--- src/rtl/core/arctangent_poly_approx_macros.svh ---
// ----------------------------------------------------------------------------
// arctangent_poly_approx_macros
// Assertion macros for the arctangent block.
// ----------------------------------------------------------------------------
`ifndef ARCTANGENT_POLY_APPROX_MACROS_SVH
`define ARCTANGENT_POLY_APPROX_MACROS_SVH
`ifndef ASSERT_OFF
`define ATAN_ASSERT(lbl, clk, rst, prop) \
  lbl: assert property (@(posedge clk) disable iff (rst) (prop)) else $error("assertion failed");
`define ATAN_ASSERT_RST(lbl, clk, prop) \
  lbl: assert property (@(posedge clk) (prop)) else $error("assertion failed");
`else
`define ATAN_ASSERT(lbl, clk, rst, prop)
`define ATAN_ASSERT_RST(lbl, clk, prop)
`endif
`endif

--- src/rtl/core/atan_pkg.sv ---
`timescale 1ns / 1ps
// ----------------------------------------------------------------------------
// atan_pkg
// Shared constants and types of the arctangent block.
// ----------------------------------------------------------------------------
package atan_pkg;
  localparam int QF = 30;
  localparam int IN_FRAC_DEF = 16;
  localparam int OUT_FRAC_DEF = 16;
  localparam logic signed [63:0] PI4_Q30 = 64'sd843314857;
  localparam logic signed [63:0] QONE = 64'sd1 << QF;

  // Horner coefficients, highest power first, Q30, rounded to nearest.
  function automatic logic signed [31:0] coef(input logic [2:0] k);
    logic signed [31:0] c;
    case (k)
      3'd0: c = 32'sd3077586;
      3'd1: c = -32'sd17357828;
      3'd2: c = 32'sd46073847;
      3'd3: c = -32'sd80841635;
      3'd4: c = 32'sd114420763;
      3'd5: c = -32'sd152566896;
      3'd6: c = 32'sd214679118;
      default: c = -32'sd357911922;
    endcase
    return c;
  endfunction

  // Item classified by the front end.
  typedef struct packed {
    logic        zero;
    logic        neg;
    logic        tneg;
    logic [32:0] num;
    logic [32:0] den;
  } front_t;
endpackage

--- src/rtl/core/atan_fifo.sv ---
`timescale 1ns / 1ps
// ----------------------------------------------------------------------------
// atan_fifo
// Two-entry queue between front and back; full throughput, registered stall.
// ----------------------------------------------------------------------------
module atan_fifo (
  input  logic             clk,
  input  logic             rst,
  input  logic             wr_valid,
  output logic             wr_stall,
  input  atan_pkg::front_t wr_data,
  output logic             rd_valid,
  input  logic             rd_stall,
  output atan_pkg::front_t rd_data
);
  atan_pkg::front_t mem [2];
  logic       wp;
  logic       rp;
  logic [1:0] cnt;
  logic       do_wr;
  logic       do_rd;

  assign wr_stall = (cnt == 2'd2);
  assign rd_valid = (cnt != 2'd0);
  assign rd_data  = mem[rp];
  assign do_wr    = wr_valid && !wr_stall;
  assign do_rd    = rd_valid && !rd_stall;

  always_ff @(posedge clk) begin
    if (rst) begin
      wp  <= 1'b0;
      rp  <= 1'b0;
      cnt <= 2'd0;
    end else begin
      if (do_wr) wp <= ~wp;
      if (do_rd) rp <= ~rp;
      cnt <= cnt + {1'b0, do_wr} - {1'b0, do_rd};
    end
  end

  always_ff @(posedge clk) begin
    if (do_wr) mem[wp] <= wr_data;
  end
endmodule

--- config.mk ---
export PLATFORM = sky130hd
export DESIGN_NAME = atan_fifo
export DESIGN_NICKNAME = d
export VERILOG_FILES = /design/src/rtl/core/arctangent_poly_approx_macros.svh /design/src/rtl/core/atan_pkg.sv /design/src/rtl/core/atan_fifo.sv
export SDC_FILE = /design/constraint.sdc
export NUM_CORES = 1
export LEC_CHECK = 0
export BUFFER_PORTS_ARGS = -buffer_cell sky130_fd_sc_hd__buf_4
export CAP_MARGIN = 0
export CORE_UTILIZATION = 45
export CTS_CLUSTER_DIAMETER = 40
export DETAILED_ROUTE_END_ITERATION = 16
export HOLD_SLACK_MARGIN = 0.1
export PLACE_DENSITY = 0.69
export SYNTH_ARGS = -nofsm -noshare
export SYNTH_HDL_FRONTEND = slang
export SYNTH_SLANG_ARGS = --single-unit
--- constraint.sdc ---
create_clock -name clk -period 6.84 [get_ports clk]
set_clock_uncertainty 0.1 [all_clocks]
set_input_delay 1.71 -clock clk [delete_from_list [all_inputs] [get_ports clk]]
set_output_delay 1.71 -clock clk [all_outputs]
set_load 0.02 [all_outputs]
Word-level counts from Yosys, hierarchy flattened
Memories as Yosys holds them, arrays and structs flattened. A register that Yosys moved wholly into a read port is not among the register bits.
Index checks and enable logic that the tools add are counted.
{"block": "op_classes", "eq_ne": 1, "muxes": 4, "bitwise": 2, "add_sub_neg": 2, "reduce_logical": 5}
{"op": "$mux 1", "n": 4}
{"op": "$add 2x1->2", "n": 1}
{"op": "$eq 2x2->1 const B", "n": 1}
{"op": "$logic_and 1x1->1", "n": 2}
{"op": "$logic_not 1->1", "n": 2}
{"op": "$not 1->1", "n": 2}
{"op": "$reduce_bool 2->1", "n": 1}
{"op": "$sub 2x1->2", "n": 1}
{"block": "totals", "mem_bits_rw": 138, "wordCells": 18, "output_inout_bits": 71, "ff_bits": 4, "mem_count": 1}
{"name": "mem", "depth": 2, "width": 69, "read_ports": 1, "rd_ports_with_merged_regs": 1, "write_ports": 1, "line": "atan_fifo.sv:16", "text": "atan_pkg::front_t mem [2];"}

Longest topological paths before layout
{"block": "depth", "depth_word": 5, "ltp_mapped": 8}

Least setup slack after synthesis
OpenSTA, ideal clock, no wires.
{"block": "synth_timing", "path_type": "input to register", "startpoint": "input wr_valid", "endpoint": "memory mem[0][0] (netlist name) (enable)", "n_path_buf": 0, "setup_time_ps": 423, "path_stages": 3, "setup_slack_ps": 2866, "t_arrival_ps": 3451, "path_cell_list": "inv_1 or3_1 inv_1"}
{"block": "synth_via", "elab_chain_len": 3}
{"item": "start, declared", "line": "atan_fifo.sv:9", "text": "input logic wr_valid,"}
{"item": "$logic_and 1x1->1", "line": "atan_fifo.sv:26", "text": "assign do_wr = wr_valid && !wr_stall;"}
{"item": "$mux 1", "line": "atan_fifo.sv:42", "text": "if (do_wr) mem[wp] <= wr_data;"}
{"item": "$mux 1 (not written as such)", "line": "atan_fifo.sv:42"}
{"item": "end, declared", "line": "atan_fifo.sv:16"}
No other way between the ends.

==> impl_metrics.yaml <==
timing:
  period_minus_slack_ns: 3.85
  relSlewSlack_pct: 33.3
  tightest_slew_ns: 1.00
  period_share_pct: 56.3
  setup_viol: 0
  rsz0062_at_grt: "false"
  hold_violations: 0
  hold_ws_ns: 0.407
  max_clock_freq_mhz: 260
  fin_setup_tns_ns: 0
  drv_slew: 0
cts:
  ctsResizeCount: 0
  htree_levels: 4
  clock-root-buffer: "clkbuf_16"
  clkSlewWorstSetupHoldPaths_ns: 0.06
  cts_tree: "yes"
  clkSinkCount: 143
  cts_buffers: 17
  post_cts_buffers: 0
  ctsHoldBuffers: 0
  clk_latency_ns: 0.40
  cts_buffer_depth: 2
yosys:
  synth_top_family_by_area: "multiplexers"
  synth_compound_area_share_pct: 0.476
  ys_ff_latch: 143
  synth_mux_area_share_pct: 15.5
  syn-num-nets: 318
  yosys.area_share.simple_pct: 0.928
  yosys_warnings: 0
  synth.avg_cell_area_sq_um: 21.6
  synth_fa_ha_area_share_pct: 0.476
  synthTopCellsByArea: "edfxtp_1, mux2_2, mux2_4, dfxtp_1, buf_2"
  synthCells: 243
  yosysSeqAreaShare_pct: 80.7
  synth_top_area_share_pct: 78.8
  synth_area_leader_cell: "edfxtp_1"
  synth_xor_area_share_pct: 0.333
  ys_types: 19
  syn-cell-area_sq_mm: 0.00526
drt:
  antenna_left: 0
  drt_pass1_iterations: 5
  vias: 2699
  drt_iter0_drc: 110
  viasPerCell: 4.87
  drt-total-wl_um: 9150
  post_drt_wl_per_cell_um: 16.5
  drcViolationCount: 0
critical_path:
  worstPathMaxFanout: 69
  crit_path_max_incr_delay_ns: 0.96
  r2r-start: "cnt[0]"
  cpLargestDelayFamily: "flip-flops"
  arrival_ns: 2.04
  crit_path_start_kind: "flop"
  crit_type: "reg2out"
  crit_buf_inv: 1
  path_cells: "mux2_2 -> buf_4"
  required_ns: 5.03
  endpoint_kind: "output pin"
  slowest_stage: "dfxtp_4"
final_layout:
  layout.nets: 473
  num_antenna_cells: 0
  stdcell_count: 554
  area_growth_pct: 34.9
  final_layout_size_suffix_gt1_share_pct: 59.4
  stdcell_area_sq_mm: 0.00709
  fillCellCount: 841
place:
  io_buffers: 143
  place_area_sq_mm: 0.00646
  finalWeightedCongestion: 0.655
  post-place-cells: 522
  dp_hpwl_um: 5510
die:
  dieArea_sq_mm: 0.0121
  fp.dieW_um: 110
  core_sq_mm: 0.0114
  ioPinCount: 144
  fp.dieH_um: 110
  num_rows: 39
  start_util_pct: 46.0
grt:
  antenna_found_initial: 0
  grt_max_degree: 70
  grt_first_pass_wirelength_um: 13400
  grt_util_all_layers_pct: 15.6
  grt_pass1_vias: 2763
  grt_overflow: 0
run_status:
  status: "complete, no violations"
power:
  clkPwrFrac_pct: 34.7
  p_leak_nw: 2.70
  p_seq_share_pct: 41.9
  p_sw_share_pct: 26.1
  p_int_w: 0.00207
  peakVddDrop_mv: 0.268
  switchingPower_w: 0.000732
  p_comb_share_pct: 23.4
  power.density_mw_per_mm2: 395
hold_path:
  hp-start: "rp"
  hp-class: "reg2reg"
flow_run:
  maxCapViolCount: 0
## final cells by class
class	count	area, sq um	area share [%]
sequential	143	4250	59.9
clock buffer	19	433	6.11
inverter	5	18.8	0.265
multi-input combinational	87	936	13.2
tap	143	179	2.52
timing repair buffer	144	1080	15.2
clock inverter	13	194	2.74
## per-layer routing
metal  wire length [um]  track usage [%]  vias up
li1                   -                -     1269
met1               3590             17.1     1330
met2               4920             27.2       85
met3                488             4.53       15
met4                156             8.76        0
met5                  0                0        -
## path summary, 6_finish.rpt
check	end	slack (ns)	depth (start not counted)
setup / recovery	rd_data[2]	2.99	2
hold reg to reg	flop	0.41	2
setup reg to reg	mem[0][52]	4.65	5
hold / removal	flop	0.41	2
## cells in the mapped netlist, drive strengths merged
cell type and n:
and3 1, mux2 69, nor2b 1, buf 8
xnor2 1, xor2 1, ha 2, nand2 1
nor2 3, edfxtp 138, a21oi 3, inv 5
dfxtp 5, or3 2, o21ai 2, nand2b 1
## power by group through the flow
stage               combinational [W]  sequential, W  clock [W]
finish                       0.000656        0.00118   0.000971
global route                 0.000699        0.00119    0.00102
CTS                          0.000666        0.00118   0.000989
detailed placement           0.000662        0.00120          0
global placement             0.000657        0.00119          0
floorplan                    0.000447        0.00114          0
## worst register-to-register path: stages, from the launching register on
cell	delay, ns
dfxtp_1	0.34
nand2b_2	0.15
inv_1	0.06
or3_1	0.35
inv_2	0.06
buf_4	0.70
## through the flow
step           utilization, %  power, W  setup WS, ns
3_3_place_gp             56.6   0.00185          3.32
3_5_place_dp             56.6   0.00186          3.28
4_1_cts                  62.1   0.00283          2.95
2_1_floorplan               -   0.00159          2.87
5_1_grt                  62.1   0.00292          2.88
6_report                 62.1   0.00280          2.99
## sequential cells by signal, indices dropped and copies added (netlist names), named ones only
signal / flops
mem: 138
cnt: 2
rp: 1
wp: 1
## layout by cell type, fill, tap and decap left out, drive strengths merged, types with 2 or more instances in the layout
cell    Yosys  layout
or3         2       2
nor2        3       3
o21ai       2       2
edfxtp    138     138
a21oi       3       3
inv         5       5
bufinv      0       5
clkinv      0       8
clkbuf      0      19
dfxtp       5       5
mux2       69      69
buf         8     144
ha          2       2
## kinds of logic (layout without fill, tap and decap cells)
kind of cell / count (synthesis) / in the layout
compound gates: 5 / 5
xor+xnor: 2 / 2
mux: 69 / 69
fa+ha+maj: 2 / 2
buf+inv: 13 / 181
flops: 143 / 143
simple gates: 9 / 9
Power figures use the tool's default switching activity.
