[config.mk]
export PLATFORM = sky130hd
export DESIGN_NAME = atan_front
export DESIGN_NICKNAME = d
export VERILOG_FILES = /design/src/rtl/core/arctangent_poly_approx_macros.svh /design/src/rtl/core/atan_pkg.sv /design/src/rtl/core/atan_front.sv
export SDC_FILE = /design/constraint.sdc
export NUM_CORES = 1
export LEC_CHECK = 0
export BUFFER_PORTS_ARGS = -buffer_cell sky130_fd_sc_hd__buf_2
export CORE_MARGIN = 4
export CORE_UTILIZATION = 30
export DETAILED_ROUTE_END_ITERATION = 6
export GPL_ROUTABILITY_DRIVEN = 0
export GPL_TIMING_DRIVEN = 0
export HOLD_SLACK_MARGIN = 0.05
export PLACE_DENSITY = 0.59
export SLEW_MARGIN = 20
export SYNTH_ARGS = -nofsm -noshare
export SYNTH_HDL_FRONTEND = slang
export SYNTH_SLANG_ARGS = --single-unit
[constraint.sdc]
create_clock -name clk -period 13.8 [get_ports clk]
set_clock_uncertainty 0.05 [all_clocks]
set_input_delay 2.76 -clock clk [delete_from_list [all_inputs] [get_ports clk]]
set_output_delay 2.76 -clock clk [all_outputs]
set_load 0.01 [all_outputs]
[src/rtl/core/arctangent_poly_approx_macros.svh]
// ----------------------------------------------------------------------------
// arctangent_poly_approx_macros
// Assertion macros for the arctangent block.
// ----------------------------------------------------------------------------
`ifndef ARCTANGENT_POLY_APPROX_MACROS_SVH
`define ARCTANGENT_POLY_APPROX_MACROS_SVH
`ifndef ASSERT_OFF
`define ATAN_ASSERT(lbl, clk, rst, prop) \
  lbl: assert property (@(posedge clk) disable iff (rst) (prop)) else $error("assertion failed");
`define ATAN_ASSERT_RST(lbl, clk, prop) \
  lbl: assert property (@(posedge clk) (prop)) else $error("assertion failed");
`else
`define ATAN_ASSERT(lbl, clk, rst, prop)
`define ATAN_ASSERT_RST(lbl, clk, prop)
`endif
`endif

[src/rtl/core/atan_pkg.sv]
`timescale 1ns / 1ps
// ----------------------------------------------------------------------------
// atan_pkg
// Shared constants and types of the arctangent block.
// ----------------------------------------------------------------------------
package atan_pkg;
  localparam int QF = 30;
  localparam int IN_FRAC_DEF = 16;
  localparam int OUT_FRAC_DEF = 16;
  localparam logic signed [63:0] PI4_Q30 = 64'sd843314857;
  localparam logic signed [63:0] QONE = 64'sd1 << QF;

  // Horner coefficients, highest power first, Q30, rounded to nearest.
  function automatic logic signed [31:0] coef(input logic [2:0] k);
    logic signed [31:0] c;
    case (k)
      3'd0: c = 32'sd3077586;
      3'd1: c = -32'sd17357828;
      3'd2: c = 32'sd46073847;
      3'd3: c = -32'sd80841635;
      3'd4: c = 32'sd114420763;
      3'd5: c = -32'sd152566896;
      3'd6: c = 32'sd214679118;
      default: c = -32'sd357911922;
    endcase
    return c;
  endfunction

  // Item classified by the front end.
  typedef struct packed {
    logic        zero;
    logic        neg;
    logic        tneg;
    logic [32:0] num;
    logic [32:0] den;
  } front_t;
endpackage

[src/rtl/core/atan_front.sv]
`timescale 1ns / 1ps
// ----------------------------------------------------------------------------
// atan_front
// Accepts the argument, takes its magnitude and forms numerator/denominator.
// ----------------------------------------------------------------------------
module atan_front #(
  parameter int IN_FRAC_BITS = atan_pkg::IN_FRAC_DEF
) (
  input  logic                 clk,
  input  logic                 rst,
  input  logic                 in_valid,
  output logic                 in_stall,
  input  logic [31:0]          value_in,
  output logic                 q_valid,
  input  logic                 q_stall,
  output atan_pkg::front_t     q_data
);
  logic [32:0] mag;
  logic [32:0] one;
  atan_pkg::front_t cls;

  assign one = 33'd1 << IN_FRAC_BITS;
  assign mag = value_in[31] ? (33'h100000000 - {1'b0, value_in}) : {1'b0, value_in};

  always_comb begin
    cls.zero = (value_in == 32'd0);
    cls.neg  = value_in[31];
    cls.tneg = mag < one;
    cls.num  = cls.tneg ? (one - mag) : (mag - one);
    cls.den  = mag + one;
  end

  assign in_stall = q_valid && q_stall;

  always_ff @(posedge clk) begin
    if (rst) begin
      q_valid <= 1'b0;
    end else if (!in_stall) begin
      q_valid <= in_valid;
    end
  end

  always_ff @(posedge clk) begin
    if (!in_stall) begin
      q_data <= cls;
    end
  end
endmodule

-- Yosys cells after proc, flatten, opt, wreduce, memory -nomap -nowiden
Cells that the tools add are included.
Widths: inputs -> output; s select.
- bits in registers: 70
- output and inout port bits: 71
- word-level logic and storage cells: 15
- add/sub/neg operators: 4
- magnitude comparators: 1
- mux-type cells: 2
- reduce and logical (&&, ||, !) cells: 2
- operators by type and width (cell ; count):
    $mux 33 ; 2
    $add 33x17->33 const B ; 1
    $lt 33x17->1 const B ; 1
    $sub 17x33->33 const A ; 1
    $sub 33x17->33 const B ; 1
    $sub 33x32->33 const A ; 1
    $logic_not 32->1 ; 1
    $logic_and 1x1->1 ; 1

-- Depth between registers and ports, before layout
- depth in word-level cells: 4
- depth in mapped cells: 14
- mapped depth without buffers: 13

-- Worst setup path after synthesis
OpenSTA, ideal clock, no wires.
- kind: input to output
- start: in q_stall
- end: out in_stall
- arrival: 4.521 ns
- slack: 6.469 ns
- cell stages on the path: 2
- buffers on the path: 0
- cell sequence: nand2_1 -> inv_1
- cells in the longest elaborated chain, start to end: 1
- ends and longest elaborated chain (what ; line ; source):
    from (decl) ; atan_front.sv:15 ; input logic q_stall,
    $logic_and 1x1->1 ; atan_front.sv:33 ; assign in_stall = q_valid && q_stall;
    to (decl) ; atan_front.sv:12 ; output logic in_stall,
No other way between the ends.

==> impl_results.rst <==
.. list-table::
   :header-rows: 1

   * - Metric
     - Value
   * - Worst r2r path cells
     - 2
   * - Total iterations of the first detailed-routing run
     - 4
   * - Post-cts hold buffer count
     - 0
   * - EDFF count, synth
     - 68
   * - Unique cell type count in the Yosys netlist
     - a little over 60
   * - Detailed-route wire length
     - 11.5 mm
   * - Cell area after synthesis
     - 4400 um^2
   * - Initial antenna violation count
     - 4
   * - Cell taking the most area after synthesis
     - sky130_fd_sc_hd__edfxtp_1
   * - Wire length of the first global-routing pass
     - around 18 mm
   * - TritonCTS buffer count
     - 9
   * - Launching element of the worst setup path
     - value_in[31]
   * - Share of async-settable or async-resettable flops after synthesis
     - 0
   * - Power density over the cells
     - 108 nW/um^2
   * - RSZ-0062 raised after global routing
     - no
   * - Die Wd
     - approximately 130 um
   * - H-tree depth reported by CTS
     - 3
   * - Cell area after layout
     - 5400 um^2
   * - Final setup violation count
     - 0
   * - Buffers on Ports
     - 98
   * - Syn. warnings
     - 0
   * - Overall Power
     - 0.582 mW
   * - Gr ovfl total
     - 0
   * - I/O pins
     - 107
   * - LEAKAGE
     - 2.08 nW
   * - Worst max-slew margin expressed relative to the limit
     - 0.436
   * - Setup crit end
     - q_data[61]$_DFFE_PN_
   * - Cell total after placement
     - 675
   * - Tmin final
     - 7.44 ns
   * - Antenna violation net count after detailed routing
     - 0
   * - Maximum buffer depth of the clock tree
     - 2
   * - Final number of hold-violating endpoints
     - 0
   * - Number of global-route vias before repair
     - 3452
   * - Synth Area per Inst
     - 11.1 um^2
   * - Final period utilization
     - 0.539
   * - Largest driver fanout on the critical path
     - 10
   * - Detailed-route via count
     - 3456
   * - Gate Count Post-Synth
     - 396
   * - Area growth from synthesis to layout
     - 22.8%
   * - Slack of the critical path
     - about 6.4 ns
   * - Clock slew at reported path FFs
     - 0.05 ns
   * - Commonest cells after routing, fill and taps aside
     - sky130_fd_sc_hd__buf_2 (105), sky130_fd_sc_hd__edfxtp_1 (68), sky130_fd_sc_hd__xnor2_1 (48)
   * - Setup Buffers After CTS
     - 0
   * - Mean routed wirelength per cell
     - 16.7 um
   * - Worst-margin pin slew
     - 0.840 ns
   * - Data required time of the worst path
     - between 10 and 15 ns
   * - DRC violation total after the first TritonRoute iteration
     - 190
   * - Fraction of layout cells with a size suffix above 1
     - 0.288
   * - Worst reg-to-reg setup slack
     - approximately 13 ns
   * - Remaining routing DRC violations
     - 0
   * - Setup slack after placement
     - 6.01 ns
   * - Clock sink total
     - 69
   * - Worst skew pair latency
     - 0.34 ns
   * - Total negative slack
     - 0 ns
   * - Achievable Freq
     - 0.134 GHz
   * - TritonCTS clock tree
     - done
   * - Synthesized flop and latch total
     - 69
   * - Data arrival time of the critical path
     - approximately 7.5 ns
   * - Die height
     - 129 um
   * - Critical path capture point type
     - flip-flop
   * - Fin cells
     - 693
   * - Max Slew Vio Count
     - 0
   * - Worst setup SP type
     - primary input
   * - Pin count of the biggest net entering global routing
     - 45
   * - Via count normalized by instance count
     - ~5
   * - Std cell rows
     - 43
   * - Clk Tree Root Cell
     - sky130_fd_sc_hd__clkbuf_16
   * - Post-synth net total
     - 437
   * - Core box area
     - 14100 um^2
   * - Cell types with the largest area share after synthesis
     - sky130_fd_sc_hd__edfxtp_1 (46%), sky130_fd_sc_hd__xnor2_1 (9.6%), sky130_fd_sc_hd__xor2_1 (4.0%)
   * - Share of synthesized area occupied by flip-flops and latches
     - 0.469
   * - Worst hold-check path type
     - reg2reg
   * - Top cell type's share of synthesized area
     - 0.464
   * - Starting density of the core
     - 0.312
   * - Total track usage
     - 0.142
   * - Final layout net count
     - 547
   * - Max capacitance violation total
     - 0
   * - CTS-repair resized insts
     - 0
   * - Startpoint of the worst-slack reg-to-reg timing path
     - q_valid$_SDFFE_PP0N_
   * - Fraction of the core area covered by cells at the end of the flow
     - 0.383
   * - Placed wire-length estimate after detailed placement
     - 8.85 mm
   * - Maximum vdd ir drop
     - 0.0454 mV
   * - Most common cell after layout, fill and taps aside
     - sky130_fd_sc_hd__buf_2
   * - Placed instance area
     - approximately 5100 um^2
   * - Worst hold-check slack
     - slightly below 0.8 ns
   * - Type of the worst setup path
     - in2reg
   * - Endpoint of the worst-slack reg-to-reg timing path
     - q_data[3]$_DFFE_PN_
   * - Primary FF master, synth
     - sky130_fd_sc_hd__edfxtp_1
   * - Die area
     - between 15000 and 20000 um^2
   * - Outcome
     - completed
## registers in the layout (all words and copies together), names as in the netlist
| signal | flops |
|---|---|
| q_valid | 1 |
| q_data | 68 |
## how the worst min path moves through the flow
stage | startpoint | endpoint | slack (ns) | cells past startpoint
finish | q_valid$_SDFFE_PP0N_ | q_data[21]$_DFFE_PN_ | 0.77 | 1
global route | q_valid$_SDFFE_PP0N_ | q_data[56]$_DFFE_PN_ | 0.86 | 1
CTS | q_valid$_SDFFE_PP0N_ | q_data[68]$_DFFE_PN_ | 0.80 | 1
detailed placement | q_valid$_SDFFE_PP0N_ | q_data[56]$_DFFE_PN_ | 0.79 | 1
global placement | q_valid$_SDFFE_PP0N_ | q_valid$_SDFFE_PP0N_ | 2.38 | 4
floorplan | q_valid$_SDFFE_PP0N_ | q_data[10]$_DFFE_PN_ | 1.98 | 1
## kinds of logic after synthesis
family          synth area share
xor+xnor                   0.143
mux                       0.0256
compound gates             0.115
flops                      0.469
fa+ha+maj                 0.0142
buf+inv                   0.0455
other cells             0.000852
simple gates               0.187
## synth_stat cells (3+ instances only)
library cell and number:
sky130_fd_sc_hd__buf_6 3, sky130_fd_sc_hd__xnor2_1 48, sky130_fd_sc_hd__nand3b_1 6, sky130_fd_sc_hd__buf_4 3, sky130_fd_sc_hd__nor4_1 7, sky130_fd_sc_hd__nor4_4 3
sky130_fd_sc_hd__or4_1 8, sky130_fd_sc_hd__nand3_1 12, sky130_fd_sc_hd__nor3_1 6, sky130_fd_sc_hd__nor2_1 27, sky130_fd_sc_hd__or3_1 9, sky130_fd_sc_hd__nand4b_1 3
sky130_fd_sc_hd__xor2_1 20, sky130_fd_sc_hd__o41ai_1 8, sky130_fd_sc_hd__buf_1 3, sky130_fd_sc_hd__a211oi_1 4, sky130_fd_sc_hd__ha_1 5, sky130_fd_sc_hd__or2_2 3
sky130_fd_sc_hd__a31oi_1 4, sky130_fd_sc_hd__mux2i_1 9, sky130_fd_sc_hd__nand4_1 9, sky130_fd_sc_hd__o31ai_1 7, sky130_fd_sc_hd__clkbuf_1 8, sky130_fd_sc_hd__nand2_1 24
sky130_fd_sc_hd__buf_2 7, sky130_fd_sc_hd__o31a_1 3, sky130_fd_sc_hd__o21ai_0 9, sky130_fd_sc_hd__inv_1 17, sky130_fd_sc_hd__o21ai_1 5, sky130_fd_sc_hd__edfxtp_1 68
sky130_fd_sc_hd__a21oi_1 7, sky130_fd_sc_hd__nor2b_1 4
## critical path: stages
cell,delay (ns)
sky130_fd_sc_hd__buf_2,0.08
sky130_fd_sc_hd__buf_2,0.21
sky130_fd_sc_hd__buf_1,0.48
sky130_fd_sc_hd__buf_1,0.57
sky130_fd_sc_hd__clkbuf_1,0.48
sky130_fd_sc_hd__clkbuf_1,0.48
sky130_fd_sc_hd__mux2i_1,0.36
sky130_fd_sc_hd__ha_1,0.22
sky130_fd_sc_hd__nand2_1,0.08
sky130_fd_sc_hd__a211oi_1,0.55
sky130_fd_sc_hd__nand4b_1,0.38
sky130_fd_sc_hd__o31ai_4,0.46
sky130_fd_sc_hd__mux2i_1,0.17
sky130_fd_sc_hd__xnor2_1,0.17
## layout make-up
cell class | instances | area [um^2]
Antenna cell | 2 | 5.00
Buffer | 24 | 133
Clock buffer | 14 | 244
Clock inverter | 2 | 10.0
Fill cell | 1459 | 8690
Inverter | 18 | 67.6
Multi-Input combinational cell | 285 | 2150
Sequential cell | 69 | 2060
Tap cell | 180 | 225
Timing Repair Buffer | 99 | 510
## report_power, final
group	leakage, nW	total [mW]	internal (mW)	switching (mW)
clock	0.125	0.201	0.121	0.0799
combinational	1.23	0.115	0.0450	0.0699
sequential	0.720	0.266	0.260	0.00594
## layer usage
| metal | GRT usage | vias to the layer above | wire length (um) |
|---|---|---|---|
| met4 | 0.0611 | 4 | 183 |
| li1 | - | 1696 | - |
| met5 | 0 | - | 27 |
| met2 | 0.217 | 103 | 5260 |
| met3 | 0.0532 | 16 | 919 |
| met1 | 0.181 | 1637 | 5160 |
Note: power is estimated with default switching activity, not from simulation.
